--- config.mk ---
export PLATFORM = sky130hd
export DESIGN_NAME = ssa_merge
export DESIGN_NICKNAME = d
export VERILOG_FILES = /design/src/scatter_sum_sumsq_min_max_aggregator_core_macros.svh /design/src/ssa_pkg.sv /design/src/ssa_merge.sv
export SDC_FILE = /design/constraint.sdc
export NUM_CORES = 1
export LEC_CHECK = 0
export ABC_AREA = 0
export BUFFER_PORTS_ARGS = -buffer_cell sky130_fd_sc_hd__buf_2
export CAP_MARGIN = 20
export CORE_AREA = 5 5 124 126
export CTS_CLUSTER_SIZE = 24
export DETAILED_ROUTE_END_ITERATION = 10
export DIE_AREA = 0 0 129 131
export GPL_TIMING_DRIVEN = 0
export SYNTH_ARGS = -nofsm -noshare
export SYNTH_HDL_FRONTEND = slang
export SYNTH_SLANG_ARGS = --single-unit
export TNS_END_PERCENT = 10
--- constraint.sdc ---
create_clock -name aclk -period 1 [get_ports aclk]
set_input_delay 0.15 -clock aclk [delete_from_list [all_inputs] [get_ports aclk]]
set_output_delay 0.15 -clock aclk [all_outputs]
set_load 0.05 [all_outputs]
--- src/scatter_sum_sumsq_min_max_aggregator_core_macros.svh ---
// ----------------------------------------------------------------------------
// scatter aggregator assertion macros
// concurrent assertion wrappers, empty when SYNTH is defined
// ----------------------------------------------------------------------------
`ifndef SCATTER_SUM_SUMSQ_MIN_MAX_AGGREGATOR_CORE_MACROS_SVH
`define SCATTER_SUM_SUMSQ_MIN_MAX_AGGREGATOR_CORE_MACROS_SVH

`ifndef SYNTH
`define SSA_ASSERT_IMP(label, clk, rstn, ante, cons) \
    label: assert property (@(posedge clk) disable iff (!(rstn)) (ante) |-> (cons)) \
        else $error("assertion failed");
`define SSA_ASSERT_NXT(label, clk, rstn, ante, cons) \
    label: assert property (@(posedge clk) disable iff (!(rstn)) (ante) |=> (cons)) \
        else $error("assertion failed");
`else
`define SSA_ASSERT_IMP(label, clk, rstn, ante, cons)
`define SSA_ASSERT_NXT(label, clk, rstn, ante, cons)
`endif

`endif

--- src/ssa_pkg.sv ---
// ----------------------------------------------------------------------------
// ssa_pkg
// shared field widths, command codes and lane control type
// ----------------------------------------------------------------------------
package ssa_pkg;

    localparam int CMD_WIDTH   = 2;
    localparam int NODE_WIDTH  = 10;
    localparam int GROUP_WIDTH = 4;
    localparam int LANE_WIDTH  = 2;
    localparam int INPUT_LANES = 4;

    localparam logic [CMD_WIDTH-1:0] CMD_CLEAR = 2'd0;
    localparam logic [CMD_WIDTH-1:0] CMD_ACCUM = 2'd1;
    localparam logic [CMD_WIDTH-1:0] CMD_READ  = 2'd2;

    typedef struct packed {
        logic write;
        logic init;
    } lane_ctl_t;

endpackage

--- src/ssa_merge.sv ---
// ----------------------------------------------------------------------------
// ssa_merge
// picks the addressed lane's aggregates and holds the result beat
// ----------------------------------------------------------------------------
module ssa_merge #(
    parameter int VALUE_WIDTH = 16,
    parameter int LANES       = 4
) (
    input  logic                                aclk,
    input  logic                                aresetn,
    input  logic                                load,
    input  logic                                read_ok,
    input  logic [ssa_pkg::LANE_WIDTH-1:0]      lane_sel,
    input  logic [LANES-1:0][4*VALUE_WIDTH-1:0] lane_data,
    output logic                                m_valid,
    input  logic                                m_ready,
    output logic signed [VALUE_WIDTH-1:0]       m_sum,
    output logic signed [VALUE_WIDTH-1:0]       m_sum_of_squares,
    output logic signed [VALUE_WIDTH-1:0]       m_min_value,
    output logic signed [VALUE_WIDTH-1:0]       m_max_value
);

    localparam int VW = VALUE_WIDTH;
    localparam int EW = 4 * VW;

    logic [EW-1:0] sel;
    logic [EW-1:0] out_reg;
    logic          valid_reg;
    logic          valid_next;

    always_comb begin
        sel = '0;
        for (int l = 0; l < LANES; l++) begin
            if (ssa_pkg::LANE_WIDTH'(l) == lane_sel) begin
                sel = lane_data[l];
            end
        end
        if (!read_ok) begin
            sel = '0;
        end
    end

    always_comb begin
        valid_next = valid_reg;
        if (load) begin
            valid_next = 1'b1;
        end else if (m_ready) begin
            valid_next = 1'b0;
        end
    end

    always_ff @(posedge aclk) begin
        if (!aresetn) begin
            valid_reg <= 1'b0;
        end else begin
            valid_reg <= valid_next;
        end
    end

    always_ff @(posedge aclk) begin
        if (load) begin
            out_reg <= sel;
        end
    end

    assign m_valid          = valid_reg;
    assign m_sum            = out_reg[0 +: VW];
    assign m_sum_of_squares = out_reg[VW +: VW];
    assign m_min_value      = out_reg[2*VW +: VW];
    assign m_max_value      = out_reg[3*VW +: VW];

endmodule

# == Word level (Yosys, flattened, before mapping) ==
# Index checks and enable logic that the tools add are counted.
# classes
eq_ne,3
muxes,6
reduce_logical,2
# ops
op,count
64-bit two-way mux,4
2-bit == test (first input constant),2
1-bit by 2-bit == test with 1-bit output (first input constant),1
2-bit zero test,1
1-bit two-way mux,2
2-bit nonzero test,1
# word_totals
reg_bits,65
in_bits,263
out_inout_bits,65

# == Longest topological paths before layout ==
# Gate-level depths: netlist of the first run.
# depth
depth_word,5
ltp_mapped,4
mapped_depth_nobuf,2

# == Worst setup path before layout of the first run ==
# Ideal clock, no wire load.
# synth_timing
kind,in2reg
startpoint,input lane_sel[1] (netlist name)
endpoint,register out_reg[44] (data pin)
setup_ps,271
t_arrival_ps,746
required_time_ps,729
slack_ps,-17
stages,4
n_path_buf,2
path_cell_list,nand2b_1 > buf_4 > clkbuf_1 > o22ai_1
# synth_via
elab_chain_len,5
elab_cells_between_ends,8
classes_between,eq/ne: 3; mux: 4; reduce/logical: 1
# synth_rtl
element,line,source
from (decl),ssa_merge.sv:13,"input logic [ssa_pkg::LANE_WIDTH-1:0] lane_sel,"
2-bit zero test,ssa_merge.sv:34,if (ssa_pkg::LANE_WIDTH'(l) == lane_sel) begin
64-bit two-way mux (3 in a row),ssa_merge.sv:34,
64-bit two-way mux (*),ssa_merge.sv:34,
to (signal assigned),ssa_merge.sv:62,out_reg <= sel;
to (decl),ssa_merge.sv:27,logic [EW-1:0] out_reg;
# Mark *: on every way between the ends. The rest lies on a longest branch, timed or not.
# A chain may end at the register's enable or synchronous reset.

# == Final worst setup path of the first run ==
# layout_timing
startpoint,register out_reg[61]
endpoint,output m_max_value[13]
# layout_lines
element,line,source
to (decl),ssa_merge.sv:20,output logic signed [VALUE_WIDTH-1:0] m_max_value
# No word-level cell between the ends.

==> results of run 1 <==
through the flow:
step	utilization (%)	power [uW]	worst slack (ns)	TNS (ns)	std cells
after floorplan	-	5030	-0.0172	-0.861	288
after global placement	40.9	5970	-0.641	-71.41	798
after detailed placement	41.0	6010	-0.583	-51.21	799
after CTS	46.0	9370	-0.0620	-2.04	815
after global routing	46.1	9680	-0.0912	-3.52	815
final	46.1	9230	-0.0422	-0.789	815
cells in the mapped netlist:
library cell and instances:
mux2i_1 128, clkbuf_1 12, nand2b_1 1, nor2b_1 1
o21a_1 1, buf_6 1, o22ai_1 64, nand2_1 1
buf_12 8, buf_8 5, edfxtp_1 64, buf_4 1
dfxtp_1 1
power by group through the flow:
stage,logic (uW),registers [uW],clock network (uW)
after floorplan,730,4300,0
after global placement,2570,3400,0
after detailed placement,2610,3400,0
after CTS,2910,3410,3050
after global routing,3050,3440,3190
final,2880,3410,2940
metal layers:
layer / share of wire [%] / wire length (um)
met1: 36 / 4940
met2: 54 / 7420
met3: 8.4 / 1160
met4: 1.5 / 204
met5: 0 / 0
path summary, 6_finish.rpt:
kind | from | end | slack, ns | cells past startpoint
worst max-delay path | out_reg[61]$_SDFFCE_PN0P_ | m_max_value[13] | -0.04 | 1
worst min-delay path | aresetn | m_valid$_SDFFE_PN0P_ | 0.03 | 2
worst max register to register | m_valid$_SDFFE_PN0P_ | m_valid$_SDFFE_PN0P_ | 0.30 | 2
worst min register to register | m_valid$_SDFFE_PN0P_ | m_valid$_SDFFE_PN0P_ | 0.60 | 2
final cells by class:
class	instances	area, um2
plain buffers	27	314
repair buffers	327	2060
fillers	1336	7660
well taps	184	230
clock buffers	13	270
clock inverters	3	15.0
multi-input cells	196	1710
flip-flops and latches	65	1940
logic make-up (layout without fill, tap and decap cells):
group	count (synthesis)	after routing	share of synthesized area, %
DFF	65	65	49.2
buffers and inverters	27	370	7.58
muxes	128	128	32.5
AOI/OAI and AO/OA	65	65	10.3
and+or+nand+nor	3	3	0.412
what timing repair did:
item | CTS | global route
hold buffers | 0 | 0
endpoints found under the setup margin | 159 | 66
resized for setup | 142 | 2
==> out/qor.yml, run 1 <==
switchingPower_uw: 2810
wirelength_um: 13700
p_leak_uw: 0.00322
timing.hold.ws_ns: 0.0347
synth.largest_area_cell: "edfxtp_1"
diodes: 0
min_path_type: "in -> reg"
critical_path.cell_chain: "buf_4"
final_common_cell: "buf_2"
syn-num-nets: 551
synth.cell_area_um2: 3950
path_buf_inv: 1
syn_to_final_growth_pct: 65.8
initial_utilization_pct: 27.8
grt_busiest_layer: "met2"
die_h_um: 131
use_met3_pct: 4.07
antenna_found_initial: 0
place_hpwl_um: 11200
placed_cell_area_um2: 5830
syn-instance-count: 288
wire_per_inst_um: 16.8
io-pin-count: 328
dr.pass1.iters: 4
p_int_uw: 6430
grt_max_degree: 35
grt_pass1_wl_um: 19900
avgViaCountPerCell: 4.67
ys_top_cells_by_area: "edfxtp_1 49%, mux2i_1 32%, o22ai_1 10%, buf_12 4.1%, buf_8 1.9%"
cts_tree: "done"
swShare_pct: 30.4
clockBufferDepth: 2
drtIter0Drc: 81
finalCritPeriodShare_pct: 104
cap_violations: 0
p_per_area_nw_per_um2: 1410
clkSlewWorstSetupHoldPaths_ns: 0.05
seqPwrFrac_pct: 37.0
cp-start-kind: "register"
arrival_ns: 0.89
rows: 44
postRouteAntennaNets: 0
syn_avg_cell_area_um2: 13.7
p_clk_share_pct: 31.8
finalCriticalPeriod_ns: 1.04
final_max_slew_viol_count: 0
cp_slowest_cell: "edfxtp_1"
violations: "setup timing"
endpoint_kind: "output pin"
port_buffers: 326
ys_types: 13
grt_overflow_total: 0
cts_setup_buffers: 0
largest_reg_flops: 64
path_class: "reg -> out"
status: "finished, violations left"
combinationalPowerShare_pct: 31.2
worst-path-max-fanout: 1
setup_violations: 62
insertion_delay_ns: 0.32
tightestPinTransition_ns: 0.451
use_met2_pct: 27.9
layout_common_cells: "260 x buf_2, 128 x mux2i_1, 65 x buf_6"
core_um2: 14200
synth_seq_cells: 65
grt_util_met1_pct: 16.6
grt_use_total_pct: 15.0
drc_errors: 0
ir_drop_mv: 0.568
rsz0062_at_grt: "yes"
fin_worst_skew_ns: 0
postLayoutCellArea_um2: 6540
htree_levels: 3
yosys.area.top_type_share_pct: 48.7
die_x_um: 129
slew-limit-headroom_pct: 69.9
ys_warn_count: 0
max_stage_delay_ns: 0.37
cp.required_ns: 0.85
finalHoldViolCount: 0
num_vias: 3807
drive_gt1_share_pct: 59.0
numCtsBuffers: 9
fmax_mhz: 959
seq_area_frac_synth_pct: 49.2
clock-sinks: 65
gp_congestion: 0.814
setup_ws_ns: -0.0422
grt_pass1_vias: 4091
die_area_um2: 16900
fin_nets: 889
crit_family: "flip-flops"
cts_root_buffer: "clkbuf_16"
Note: power is estimated with default switching activity, not from simulation.
==> run 2: changes to the inputs <==
--- a/config.mk
+++ b/config.mk
@@ -8,12 +8,12 @@
 export ABC_AREA = 0
 export BUFFER_PORTS_ARGS = -buffer_cell sky130_fd_sc_hd__buf_2
 export CAP_MARGIN = 20
-export CORE_AREA = 5 5 124 126
+export CORE_AREA = 5 5 123 125
 export CTS_CLUSTER_SIZE = 24
 export DETAILED_ROUTE_END_ITERATION = 10
-export DIE_AREA = 0 0 129 131
+export DIE_AREA = 0 0 128 130
 export GPL_TIMING_DRIVEN = 0
 export SYNTH_ARGS = -nofsm -noshare
 export SYNTH_HDL_FRONTEND = slang
 export SYNTH_SLANG_ARGS = --single-unit
-export TNS_END_PERCENT = 10
+export TNS_END_PERCENT = 1
==> constraint.sdc (replaced) <==
create_clock -name aclk -period 1.07 [get_ports aclk]
set_input_delay 0.1605 -clock aclk [delete_from_list [all_inputs] [get_ports aclk]]
set_output_delay 0.1605 -clock aclk [all_outputs]
set_load 0.05 [all_outputs]
==> out/qor.yml, run 2 (synthesis gave the netlist of run 1 again) <==
antenna_found_initial: 0  # unchanged
crit_family: "buffers and inverters"
setup_ws_ns: -0.00149  # +0.0407 ns
final_max_slew_viol_count: 0  # unchanged
worst-path-max-fanout: 10  # +9
final_cells: 811  # -0.49%
syn_to_final_growth_pct: 64.3
combinationalPowerShare_pct: 30.6  # -0.6 points
hold_depth: 2  # unchanged
tightestPinTransition_ns: 0.471  # +0.0198 ns
diodes: 0  # unchanged
min_to: "m_valid$_SDFFE_PN0P_"
die_h_um: 130  # -0.76%
r2r-end: "m_valid$_SDFFE_PN0P_"
io-pin-count: 328  # unchanged
clockBufferDepth: 2  # unchanged
reg2reg_depth: 2  # unchanged
clock-sinks: 65  # unchanged
placed_cell_area_um2: 5820  # -0.11%
endpoint_kind: "register"
post-place-ws_ns: -0.497  # +0.0857 ns
postRouteAntennaNets: 0  # unchanged
switchingPower_uw: 2640  # -5.9%
grt_use_total_pct: 16.1  # +1.1 points
dr.pass1.iters: 4  # unchanged
wirelength_um: 14300  # +4.5%
p_clk_share_pct: 32.9  # +1.1 points
drtIter0Drc: 116  # +43%
finalCriticalPeriod_ns: 1.07
arrival_ns: 1.12  # +0.23 ns
finalHoldViolCount: 0  # unchanged
fin_worst_skew_ns: 0  # unchanged
min_path_type: "in -> reg"
largest_reg_flops: 64  # unchanged
seqPwrFrac_pct: 36.4  # -0.6 points
p_int_uw: 6090  # -5.2%
max_stage_delay_ns: 0.40  # +0.03 ns
numCtsBuffers: 9  # unchanged
fmax_mhz: 933
wire_per_inst_um: 17.7  # +5.0%
path_class: "in -> reg"
drive_gt1_share_pct: 57.5  # -1.4 points
layout_common_cells: "261 x buf_2, 128 x mux2i_1, 64 x o22ai_1, 64 x edfxtp_1, 53 x buf_6"
initial_utilization_pct: 28.7  # +0.87 points
num_vias: 3854  # +1.2%
final_common_cell: "buf_2"
p_leak_uw: 0.00319  # -1.0%
grt_pass1_vias: 4218  # +3.1%
path_buf_inv: 3  # +2
swShare_pct: 30.2  # -0.14 points
postLayoutCellArea_um2: 6480  # -0.94%
worstHoldStart: "aresetn"
cap_violations: 0  # unchanged
ir_drop_mv: 0.571  # +0.58%
cts_root_buffer: "clkbuf_16"
cts_setup_buffers: 0  # unchanged
avgViaCountPerCell: 4.75  # +1.7%
core_um2: 13800  # -3.0%
rows: 43  # -2.3%
die_x_um: 128  # -0.78%
p_per_area_nw_per_um2: 1350  # -4.5%
grt_max_degree: 37  # +5.7%
violations: "setup timing"
place_hpwl_um: 11700  # +4.8%
place_inst: 795  # -0.50%
cts_tree: "done"
grt_pass1_wl_um: 21000  # +5.7%
fin_nets: 889  # unchanged
critical_path.cell_chain: "buf_2 -> nand2b_1 -> buf_4 -> clkbuf_1 -> o22ai_1"
slew-limit-headroom_pct: 68.6  # -1.3 points
r2r-start: "m_valid$_SDFFE_PN0P_"
timing.hold.ws_ns: 0.0403  # +0.00566 ns
cp.required_ns: 1.12  # +0.27 ns
gp_congestion: 0.847  # +4.1%
insertion_delay_ns: 0.32  # about the same
setup_violations: 1  # -98%
port_buffers: 326  # unchanged
grt_overflow_total: 0  # unchanged
cp_slowest_cell: "clkbuf_1"
clkSlewWorstSetupHoldPaths_ns: 0.05  # about the same
die_area_um2: 16600  # -1.5%
rsz0062_at_grt: "yes"
drc_errors: 0  # unchanged
r2r_slack_ns: 0.38  # +0.08 ns
htree_levels: 3  # unchanged
fill_cells: 1331  # -0.37%
status: "finished, violations left"
finalCritPeriodShare_pct: 100
cp-start-kind: "primary input"
cts_hold_buf: 0  # unchanged
run 2: cell count changes in the layout (fill, tap and decap cells not counted), sizes merged:
cell / before / now
clkinv: 3 / 2
bufinv: 0 / 1
run 2: cell type report:
type                       count  area [um2]  share of cell area [%]
multi-input combinational    196        1710                    26.3
sequential                    65        1940                    30.0
tap                          180         225                    3.47
buffer                        27         308                    4.75
clock inverter                 3        40.0                   0.618
timing repair buffer         327        2010                    31.0
clock buffer                  13         250                    3.86
run 2: power by group through the flow:
stage	combinational (uW)	sequential [uW]	clock [uW]
2_1_floorplan	681	4020	0
3_3_place_gp	2410	3180	0
3_5_place_dp	2450	3180	0
4_1_cts	2640	3160	2970
5_1_grt	2830	3200	3100
6_report	2680	3180	2880
run 2: timing repair:
item	4_1_cts	5_1_grt
setup endpoints to repair	124	116
endpoints found under the hold margin	0	0
gates resized for setup	96	31
run 2: how the worst max path moves through the flow:
| stage | startpoint | endpoint | slack [ns] | depth (start not counted) |
|---|---|---|---|---|
| after floorplan | lane_sel[1] | out_reg[44]$_SDFFCE_PN0P_ | 0.04 | 4 |
| after global placement | load | out_reg[7]$_SDFFCE_PN0P_ | -0.61 | 1 |
| after detailed placement | read_ok | out_reg[8]$_SDFFCE_PN0P_ | -0.50 | 4 |
| after CTS | out_reg[34]$_SDFFCE_PN0P_ | m_min_value[2] | -0.02 | 1 |
| after global routing | lane_sel[1] | out_reg[19]$_SDFFCE_PN0P_ | -0.09 | 5 |
| final | lane_sel[1] | out_reg[35]$_SDFFCE_PN0P_ | -0.001 | 5 |
run 2: layer usage:
metal,track usage (%),share of wire [%],vias to the layer above
met5,0,0,-
met4,5.74,1.5,0
met1,17.2,35,1795
li1,-,-,1844
met2,30.1,54,198
met3,4.83,9.6,17
run 2: metrics by stage:
step / util (%) / power, uW / setup TNS (ns)
floorplan: - / 4700 / 0
global placement: 42.1 / 5590 / -65.78
detailed placement: 42.3 / 5630 / -40.44
CTS: 46.3 / 8770 / -0.0330
global route: 47.1 / 9130 / -1.64
finish: 47.1 / 8730 / -0.00149
run 2: worst register-to-register path: cells and delay by family, from the launching register on:
kind             cells  cell delay (ns)
AO/OA/AOI/OAI        1             0.15
AND/OR/NAND/NOR      1             0.12
flip-flops           1             0.31
